<file path="src/rtl/core/ppm_frame_decoder_core_assert.svh">
// Assertion macros for the PPM frame decoder core.
// Used by the top level; no other dependencies.
`ifndef PPM_FRAME_DECODER_CORE_ASSERT_SVH
`define PPM_FRAME_DECODER_CORE_ASSERT_SVH

// Same-cycle implication, disabled during reset
`define PPM_ASSERT_SAME(lbl, clk, rstn, ante, cons) \
  lbl: assert property (@(posedge clk) disable iff (!rstn) (ante) |-> (cons)) \
    else $error("ppm assertion failed");

// Next-cycle implication, disabled during reset
`define PPM_ASSERT_NEXT(lbl, clk, rstn, ante, cons) \
  lbl: assert property (@(posedge clk) disable iff (!rstn) (ante) |=> (cons)) \
    else $error("ppm assertion failed");

`endif

</file>
<file path="src/rtl/core/ppm_pkg.sv">
// Shared types and constants for the PPM frame decoder core.
// No dependencies.
package ppm_pkg;

  localparam int unsigned ValW  = 16;
  localparam int unsigned CfgAW = 3;

  // Configuration register indexes
  localparam logic [CfgAW-1:0] CFG_SYNC_GAP  = 3'd0;
  localparam logic [CfgAW-1:0] CFG_PULSE_MIN = 3'd1;
  localparam logic [CfgAW-1:0] CFG_PULSE_MAX = 3'd2;
  localparam logic [CfgAW-1:0] CFG_DB_LOW    = 3'd3;
  localparam logic [CfgAW-1:0] CFG_DB_HIGH   = 3'd4;
  localparam logic [CfgAW-1:0] CFG_DB_CENTRE = 3'd5;
  localparam logic [CfgAW-1:0] CFG_SW_THRESH = 3'd6;
  localparam logic [CfgAW-1:0] CFG_SW_CHAN   = 3'd7;

  // Reset values of the configuration registers
  localparam logic [ValW-1:0] RST_SYNC_GAP  = 16'd2100;
  localparam logic [ValW-1:0] RST_PULSE_MIN = 16'd9;
  localparam logic [ValW-1:0] RST_PULSE_MAX = 16'd2050;
  localparam logic [ValW-1:0] RST_DB_LOW    = 16'd1350;
  localparam logic [ValW-1:0] RST_DB_HIGH   = 16'd1650;
  localparam logic [ValW-1:0] RST_DB_CENTRE = 16'd1500;
  localparam logic [ValW-1:0] RST_SW_THRESH = 16'd1700;
  localparam logic [2:0]      RST_SW_CHAN   = 3'd5;

  // Result of the shared subtract/compare unit
  typedef struct packed {
    logic [ValW-1:0] diff;
    logic            lt;   // a < b
    logic            eq;   // a == b
  } alu_res_t;

  // Sequencer states
  typedef enum logic [3:0] {
    ST_IDLE,
    ST_INTV,
    ST_SYNC,
    ST_PMIN,
    ST_PMAX,
    ST_RD,
    ST_DLO,
    ST_DHI,
    ST_SWCMP,
    ST_EMIT
  } state_t;

endpackage

</file>
<file path="src/rtl/core/ppm_frame_decoder_core.sv">
// PPM frame decoder core: edge timestamps in, decoded channel values out.
//
// Input channel: in_tdata carries one edge timestamp (us, wrapping at 2^16).
// Output channel: one transfer per channel when a frame completes, index in
// out_tdata, frame end on out_tlast, switch flag on out_tuser.
// Configuration: cfg_we/cfg_addr/cfg_wdata write one register per cycle;
// write only while the block is idle.
//
// Sequence: an edge that does not finish a frame holds the input while the
// shared subtract/compare unit forms the interval and runs the sync test and
// the pulse range tests. An edge that finishes a frame then reads, dead-bands
// and compares the switch channel (if it exists), then for each channel reads
// the store, makes two dead-band compares and loads the output register.
// in_tready is high only while the sequencer is idle.
// A stalled receiver holds the output register; the sequencer waits for the
// slot before loading the next channel.
// Reset (rst_n low, synchronous) restores the register defaults and clears
// the frame state and switch flag; the channel store is not cleared.
module ppm_frame_decoder_core #(
  parameter int unsigned CHANNELS          = 8,
  parameter int unsigned DEADBAND_CHANNELS = 4
) (
  input  logic        clk,
  input  logic        rst_n,
  // input channel
  input  logic        in_tvalid,
  output logic        in_tready,
  input  logic [15:0] in_tdata,   // [15:0] edge_time
  // output channel
  output logic        out_tvalid,
  input  logic        out_tready,
  output logic [23:0] out_tdata,  // [2:0] channel_index, [18:3] channel_value, zero pad
  output logic        out_tlast,  // frame_last
  output logic        out_tuser,  // [0] switch_on
  // configuration port
  input  logic        cfg_we,
  input  logic [2:0]  cfg_addr,
  input  logic [15:0] cfg_wdata
);
  import ppm_pkg::*;

  `include "ppm_frame_decoder_core_assert.svh"

  localparam int unsigned CW = (CHANNELS > 1) ? $clog2(CHANNELS) : 1;
  localparam logic [CW-1:0] LastCh = CW'(CHANNELS - 1);

  // Configuration registers
  logic [ValW-1:0] sync_gap_r, pulse_min_r, pulse_max_r;
  logic [ValW-1:0] db_low_r, db_high_r, db_centre_r, sw_thresh_r;
  logic [2:0]      sw_chan_r;

  always_ff @(posedge clk) begin
    if (!rst_n) begin
      sync_gap_r  <= RST_SYNC_GAP;
      pulse_min_r <= RST_PULSE_MIN;
      pulse_max_r <= RST_PULSE_MAX;
      db_low_r    <= RST_DB_LOW;
      db_high_r   <= RST_DB_HIGH;
      db_centre_r <= RST_DB_CENTRE;
      sw_thresh_r <= RST_SW_THRESH;
      sw_chan_r   <= RST_SW_CHAN;
    end else if (cfg_we) begin
      unique case (cfg_addr)
        CFG_SYNC_GAP:  sync_gap_r  <= cfg_wdata;
        CFG_PULSE_MIN: pulse_min_r <= cfg_wdata;
        CFG_PULSE_MAX: pulse_max_r <= cfg_wdata;
        CFG_DB_LOW:    db_low_r    <= cfg_wdata;
        CFG_DB_HIGH:   db_high_r   <= cfg_wdata;
        CFG_DB_CENTRE: db_centre_r <= cfg_wdata;
        CFG_SW_THRESH: sw_thresh_r <= cfg_wdata;
        CFG_SW_CHAN:   sw_chan_r   <= cfg_wdata[2:0];
        default:       ;
      endcase
    end
  end

  // Sequencer and datapath state
  state_t          state_r, state_nxt;
  logic [ValW-1:0] now_r, now_nxt;
  logic [ValW-1:0] last_edge_r, last_edge_nxt;
  logic [ValW-1:0] intv_r, intv_nxt;
  logic            armed_r, armed_nxt;
  logic [CW-1:0]   count_r, count_nxt;
  logic [CW-1:0]   idx_r, idx_nxt;
  logic            emit_r, emit_nxt;
  logic            gtlo_r, gtlo_nxt;
  logic [ValW-1:0] val_r, val_nxt;
  logic            flag_r, flag_nxt;

  // Output register
  logic            ovalid_r, ovalid_nxt;
  logic [CW-1:0]   oidx_r, oidx_nxt;
  logic [ValW-1:0] oval_r, oval_nxt;
  logic            olast_r, olast_nxt;
  logic            oflag_r, oflag_nxt;

  // Shared unit and store
  logic [ValW-1:0] op_a, op_b;
  alu_res_t        alu;
  logic            ram_we, ram_re;
  logic [CW-1:0]   ram_raddr;
  logic [ValW-1:0] ram_rdata;

  ppm_alu u_alu (
    .op_a (op_a),
    .op_b (op_b),
    .res  (alu)
  );

  ppm_ram #(
    .WIDTH (ValW),
    .DEPTH (CHANNELS),
    .AW    (CW)
  ) u_store (
    .clk   (clk),
    .we    (ram_we),
    .waddr (count_r),
    .wdata (intv_r),
    .re    (ram_re),
    .raddr (ram_raddr),
    .rdata (ram_rdata)
  );

  // Switch channel as a store address, and whether it exists
  logic [CW+2:0] sw_ext;
  logic [CW-1:0] sw_addr;
  logic          sw_valid;
  logic [CW-1:0] snap_idx;
  logic          snap_en;
  logic          out_free;

  assign sw_ext   = {{CW{1'b0}}, sw_chan_r};
  assign sw_addr  = sw_ext[CW-1:0];
  assign sw_valid = (32'(sw_chan_r) < CHANNELS);
  assign snap_idx = emit_r ? idx_r : sw_addr;
  assign snap_en  = (32'(snap_idx) < DEADBAND_CHANNELS);
  assign out_free = !ovalid_r || out_tready;

  // Advance state register
  always_ff @(posedge clk) begin
    if (!rst_n) begin
      state_r     <= ST_IDLE;
      last_edge_r <= '0;
      armed_r     <= 1'b0;
      count_r     <= '0;
      idx_r       <= '0;
      emit_r      <= 1'b0;
      flag_r      <= 1'b0;
      ovalid_r    <= 1'b0;
    end else begin
      state_r     <= state_nxt;
      last_edge_r <= last_edge_nxt;
      armed_r     <= armed_nxt;
      count_r     <= count_nxt;
      idx_r       <= idx_nxt;
      emit_r      <= emit_nxt;
      flag_r      <= flag_nxt;
      ovalid_r    <= ovalid_nxt;
    end
  end

  // Hold payload registers
  always_ff @(posedge clk) begin
    now_r   <= now_nxt;
    intv_r  <= intv_nxt;
    gtlo_r  <= gtlo_nxt;
    val_r   <= val_nxt;
    oidx_r  <= oidx_nxt;
    oval_r  <= oval_nxt;
    olast_r <= olast_nxt;
    oflag_r <= oflag_nxt;
  end

  // Next state, operand selection and store control
  always_comb begin
    state_nxt     = state_r;
    now_nxt       = now_r;
    last_edge_nxt = last_edge_r;
    intv_nxt      = intv_r;
    armed_nxt     = armed_r;
    count_nxt     = count_r;
    idx_nxt       = idx_r;
    emit_nxt      = emit_r;
    gtlo_nxt      = gtlo_r;
    val_nxt       = val_r;
    flag_nxt      = flag_r;
    ovalid_nxt    = ovalid_r && !out_tready;
    oidx_nxt      = oidx_r;
    oval_nxt      = oval_r;
    olast_nxt     = olast_r;
    oflag_nxt     = oflag_r;
    op_a          = now_r;
    op_b          = last_edge_r;
    ram_we        = 1'b0;
    ram_re        = 1'b0;
    ram_raddr     = snap_idx;

    unique case (state_r)
      ST_IDLE: begin
        if (in_tvalid) begin
          now_nxt   = in_tdata;
          state_nxt = ST_INTV;
        end
      end
      // interval = now - last edge, modulo 2^16
      ST_INTV: begin
        intv_nxt      = alu.diff;
        last_edge_nxt = now_r;
        state_nxt     = ST_SYNC;
      end
      ST_SYNC: begin
        op_a = intv_r;
        op_b = sync_gap_r;
        if (!alu.lt) begin
          armed_nxt = 1'b1;
          count_nxt = '0;
          state_nxt = ST_IDLE;
        end else if (armed_r) begin
          state_nxt = ST_PMIN;
        end else begin
          state_nxt = ST_IDLE;
        end
      end
      ST_PMIN: begin
        op_a = intv_r;
        op_b = pulse_min_r;
        if (alu.lt) begin
          armed_nxt = 1'b0;
          state_nxt = ST_IDLE;
        end else begin
          state_nxt = ST_PMAX;
        end
      end
      // Store the channel; start the frame output after the last one
      ST_PMAX: begin
        op_a = pulse_max_r;
        op_b = intv_r;
        if (alu.lt) begin
          armed_nxt = 1'b0;
          state_nxt = ST_IDLE;
        end else begin
          ram_we = 1'b1;
          if (count_r == LastCh) begin
            armed_nxt = 1'b0;
            count_nxt = '0;
            idx_nxt   = '0;
            emit_nxt  = !sw_valid;
            state_nxt = ST_RD;
          end else begin
            count_nxt = CW'(count_r + 1'b1);
            state_nxt = ST_IDLE;
          end
        end
      end
      ST_RD: begin
        ram_re    = 1'b1;
        state_nxt = ST_DLO;
      end
      // Dead band: low < v
      ST_DLO: begin
        op_a      = db_low_r;
        op_b      = ram_rdata;
        gtlo_nxt  = alu.lt;
        state_nxt = ST_DHI;
      end
      // Dead band: v < high, then snap
      ST_DHI: begin
        op_a      = ram_rdata;
        op_b      = db_high_r;
        val_nxt   = (snap_en && gtlo_r && alu.lt) ? db_centre_r : ram_rdata;
        state_nxt = emit_r ? ST_EMIT : ST_SWCMP;
      end
      // Update the switch flag; equality holds it
      ST_SWCMP: begin
        op_a = val_r;
        op_b = sw_thresh_r;
        if (alu.lt) begin
          flag_nxt = 1'b0;
        end else if (!alu.eq) begin
          flag_nxt = 1'b1;
        end
        emit_nxt  = 1'b1;
        idx_nxt   = '0;
        state_nxt = ST_RD;
      end
      // Load the output register when the slot is free
      ST_EMIT: begin
        if (out_free) begin
          ovalid_nxt = 1'b1;
          oidx_nxt   = idx_r;
          oval_nxt   = val_r;
          olast_nxt  = (idx_r == LastCh);
          oflag_nxt  = flag_r;
          if (idx_r == LastCh) begin
            emit_nxt  = 1'b0;
            state_nxt = ST_IDLE;
          end else begin
            idx_nxt   = CW'(idx_r + 1'b1);
            state_nxt = ST_RD;
          end
        end
      end
      default: state_nxt = ST_IDLE;
    endcase
  end

  // Drive ports
  logic [CW+2:0] oidx_ext;
  assign oidx_ext   = {3'b000, oidx_r};
  assign in_tready  = (state_r == ST_IDLE);
  assign out_tvalid = ovalid_r;
  assign out_tdata  = {5'b00000, oval_r, oidx_ext[2:0]};
  assign out_tlast  = olast_r;
  assign out_tuser  = oflag_r;

  // Checks
  `PPM_ASSERT_NEXT(a_accept_starts, clk, rst_n, in_tvalid && in_tready, state_r == ST_INTV)
  `PPM_ASSERT_SAME(a_store_when_armed, clk, rst_n, ram_we, armed_r)
  `PPM_ASSERT_NEXT(a_out_hold, clk, rst_n, out_tvalid && !out_tready, out_tvalid && $stable(out_tdata))
  `PPM_ASSERT_SAME(a_count_range, clk, rst_n, 1'b1, 32'(count_r) < CHANNELS)

endmodule

</file>
<file path="src/rtl/core/ppm_ram.sv">
// Generic single-write, single-read RAM with registered read data.
// No dependencies.
module ppm_ram #(
  parameter int unsigned WIDTH = 16,
  parameter int unsigned DEPTH = 8,
  parameter int unsigned AW    = (DEPTH > 1) ? $clog2(DEPTH) : 1
) (
  input  logic             clk,
  input  logic             we,
  input  logic [AW-1:0]    waddr,
  input  logic [WIDTH-1:0] wdata,
  input  logic             re,
  input  logic [AW-1:0]    raddr,
  output logic [WIDTH-1:0] rdata
);

  logic [WIDTH-1:0] mem [DEPTH];
  logic [WIDTH-1:0] rdata_r;

  // Write port
  always_ff @(posedge clk) begin
    if (we) begin
      mem[waddr] <= wdata;
    end
  end

  // Registered read port, holds while re is low
  always_ff @(posedge clk) begin
    if (re) begin
      rdata_r <= mem[raddr];
    end
  end

  assign rdata = rdata_r;

endmodule

</file>
<file path="src/rtl/core/ppm_alu.sv">
// Shared 16-bit subtract and compare unit of the PPM frame decoder.
// Depends on ppm_pkg.
module ppm_alu (
  input  logic [ppm_pkg::ValW-1:0] op_a,
  input  logic [ppm_pkg::ValW-1:0] op_b,
  output ppm_pkg::alu_res_t        res
);
  import ppm_pkg::*;

  logic [ValW:0] sum;

  // One wide subtract; the borrow gives a < b
  assign sum      = {1'b0, op_a} - {1'b0, op_b};
  assign res.diff = sum[ValW-1:0];
  assign res.lt   = sum[ValW];
  assign res.eq   = (sum[ValW-1:0] == '0);

endmodule

</file>
<file path="config.mk">
export PLATFORM = sky130hd
export DESIGN_NAME = ppm_frame_decoder_core
export DESIGN_NICKNAME = d
export VERILOG_FILES = /design/src/rtl/core/ppm_pkg.sv /design/src/rtl/core/ppm_frame_decoder_core.sv /design/src/rtl/core/ppm_ram.sv /design/src/rtl/core/ppm_alu.sv
export VERILOG_INCLUDE_DIRS = /design/src /design/src/rtl/core
export SDC_FILE = /design/constraint.sdc
export NUM_CORES = 1
export LEC_CHECK = 0
export ABC_CLOCK_PERIOD_IN_PS = 6380
export BUFFER_PORTS_ARGS = -buffer_cell sky130_fd_sc_hd__buf_2
export CELL_PAD_IN_SITES_DETAIL_PLACEMENT = 1
export CELL_PAD_IN_SITES_GLOBAL_PLACEMENT = 1
export CORE_MARGIN = 8
export CORE_UTILIZATION = 46
export CTS_CLUSTER_SIZE = 16
export DETAILED_ROUTE_END_ITERATION = 8
export GPL_TIMING_DRIVEN = 0
export PLACE_DENSITY = 0.78
export SLEW_MARGIN = 20
export SYNTH_ARGS = -nofsm -noshare
export SYNTH_HDL_FRONTEND = slang
export SYNTH_HIERARCHICAL = 1
export SYNTH_SLANG_ARGS = --single-unit
export TNS_END_PERCENT = 5
</file>
<file path="constraint.sdc">
create_clock -name clk -period 6.38 [get_ports clk]
set_clock_uncertainty 0.05 [all_clocks]
set_input_delay 0.319 -clock clk [delete_from_list [all_inputs] [get_ports clk]]
set_output_delay 0.319 -clock clk [all_outputs]
set_load 0.005 [all_outputs]
</file>
==> results.md <==
* Avg Cell Area, Syn at 11.8 um2
* Cell Rows at 68
* Critical path class: reg2reg
* Post-synth top flop: edfxtp_1
* Final HPWL DP at 38.5 mm
* Number of I/O port buffers at 57
* Largest Register: u_store/mem
* Vias/cell at 5.85
* Number of flops mapped to enable cells by yosys at 214
* Setup violators final at 0
* Final ANT Viol Nets at 0
* Global route total overflow at 0
* Initial DRC Count at 753
* First-pass GRT wire length at 76.6 mm
* Maximum root-to-sink buffer count at 3
* Fin. max-slew vios at 0
* Final hold vios at 0
* Commonest non-fill, non-tap cells in the layout: 290 x nand2_1, 214 x edfxtp_1, 145 x dfxtp_1
* Top-area cell type share of the netlist area at 39.8%
* TritonRoute pass-1 iters at 5
* GR Layer Usage met1 at 31.5%
* Boundary pin count at 68
* Worst Hold Class: in2reg
* CP max stage delay at 0.55 ns
* Vias post-DR at 11,600
* Overall Global Routing Usage at 24.9%
* Clock Latency Late Sink at 0.57 ns
* CTS Buf Count at 40
* Static leakage at 0.00659 uW
* Area leader, netlist: edfxtp_1
* Cell count after synthesis at 1,370
* Starting Density at 46.7%
* Most common cell after layout, fill and taps aside: nand2_1
* Largest cells by area after synthesis: edfxtp_1 40%, dfxtp_1 18%, nand2_1 6.7%, mux4_1 4.6%, a21boi_1 2.6%
* Total wire length at 51.9 mm
* Initial antenna violation count at 0
* Synthesis warning total at 6
* Placed cell area at 0.0172 mm2
* Placeable core region at 0.0345 mm2
* H-tree depth at 2
* PD cells at 301 mW/mm2
* Vias in the first global route at 12,100
* Worst slew margin at 24.3%
* Async set-reset flop share out of synthesis at 0%
* Die width at 203 um
* Crit path capture type: register
* M2 GR Usage at 42.1%
* Residual DRC at 0
* Max FFs per register at 128
* CTS tree: done
* Area Overhead vs Synth at 15.5%
* # placed instances at 1,898
* Final Non-Filler Cells at 1,989
* Die height at 203 um
* Flops & latches, synth at 359
* Maximum vdd ir drop at 0.298 mV
* CP startpoint kind: register
* Worst-path clk slew at 0.06 ns
* Root Driver: clkbuf_16
* Worst-margin pin slew at 1.14 ns
* Die area at 0.0413 mm2
* Final period utilization at 96.4%
* Fin Setup TNS at 0 ns
* RSZ-0062 raised after global routing: yes
* Minimum clock period at 6.15 ns
* Crit path max fanout at 10
* Met3 usage in global routing at 3.30%
* Arrival time at the worst endpoint at 6.35 ns
* CP cell instances: buf_2 -> nand2b_1 -> nor2_2 -> clkbuf_1 -> a22oi_1 -> a31oi_2 -> inv_1 -> ha_1 -> fa_1 -> nor2b_4 -> o2111ai_2 -> nand4_1 -> a31oi_1 -> o21ai_0 -> a21oi_1 -> o21bai_1 -> a21oi_1 -> clkbuf_1 -> nor2b_1 -> nand2b_1 -> nor3_2 -> buf_4 -> buf_4
* Design area at 0.0186 mm2
* Routability cong. at 0.949
* Largest net degree at the start of global routing at 26
* Gr busiest metal: met2
* WL/cell at 26.1 um
* Register area share after synthesis at 57.8%
* Final Net Count at 1,562
* Slowest cell on crit path: clkbuf_1
* Hold WS at 0.0378 ns
* FMAX at 0.163 GHz
* Max Cap Violations at 0
* Run status: finished, final reports clean
* Clock Sinks at 359
* Post-synth cell types at 80
* Mapped Area at 0.0161 mm2
* Worst Path Required at 6.57 ns
* Share of layout cells above drive strength 1 at 15.7%
-- power by group --
group / internal, uW / switching, uW
Combinational: 248 / 410
Sequential: 2570 / 94.6
Clock: 1310 / 968
Total: 4130 / 1470
-- cell families (layout without fill, tap and decap cells) --
| logic type | after synthesis | after routing | synth area share, % |
|---|---|---|---|
| other | 1 | 6 | 0.0232 |
| muxes | 105 | 105 | 9.92 |
| DFF | 359 | 359 | 57.8 |
| xor gates and xnor gates | 13 | 13 | 0.706 |
| adders and majority gates | 21 | 21 | 1.68 |
| buffers and inverters | 132 | 291 | 3.94 |
| and+or+nand+nor | 458 | 458 | 12.7 |
| AOI/OAI and AO/OA | 281 | 281 | 13.2 |
-- layer usage --
| metal | wire length [um] | part of all wire, % |
|---|---|---|
| met2 | 24900 | 48 |
| met1 | 21900 | 42 |
| met5 | 0 | 0 |
| met4 | 2400 | 4.6 |
| met3 | 2750 | 5.3 |
-- metrics by stage --
stage                     setup slack (ns)  utilization, %  power (uW)
after floorplan                       1.16               -        3110
after global placement               -1.00            49.2        3320
after detailed placement             0.313            49.7        3350
after CTS                            0.283            53.9        5620
after global routing               -0.0882            53.9        5760
final                                0.229            53.9        5600
-- cell type report --
type	count	area (um2)
inverter	40	150
timing repair buffer	85	577
multi-input combinational	883	6220
sequential	359	9330
buffer	92	485
antenna	1	2.50
clock buffer	44	1050
fill	3717	15900
clock inverter	30	240
tap	455	569
-- critical path, delay by kind of cell, from the launching register on --
family / cells / cell delay, ns
DFF: 1 / 0.36
AOI/OAI and AO/OA: 8 / 1.51
adders and majority gates: 2 / 0.67
buffers and inverters: 6 / 1.59
and+or+nand+nor: 7 / 1.68
-- synthesized netlist by cell type (17+ instances only) --
cell,number
mux2i_1,38
o21ai_0,25
buf_2,18
clkbuf_1,47
a31oi_1,25
nand2_1,290
a2bb2oi_1,31
ha_1,20
nand3_1,35
a22oi_1,17
nor2_1,32
mux4_1,28
dfxtp_1,145
nor3_1,37
a21boi_1,56
edfxtp_1,214
a21boi_0,43
a21oi_1,17
mux2_2,26
inv_1,39
-- path summary, 6_finish.rpt --
kind	start	to	slack (ns)	cells past startpoint
min	cfg_wdata[15]	sync_gap_r[15]$_SDFFE_PN0P_	0.04	3
max	state_r[2]$_SDFFE_PN0P_	u_store/mem[0][7]$_DFFE_PP_	0.23	23
max reg2reg	state_r[2]$_SDFFE_PN0P_	u_store/mem[0][7]$_DFFE_PP_	0.23	23
min reg2reg	sync_gap_r[8]$_SDFFE_PN0P_	sync_gap_r[8]$_SDFFE_PN0P_	0.40	2
-- repair_timing --
item / 4_1_cts / 5_1_grt
endpoints found under the setup margin: 0 / 43
resized for setup: 0 / 2
setup buffers: 0 / 0
endpoints found under the hold margin: 16 / 0
hold buffers: 16 / 0
Power figures use the tool's default switching activity.
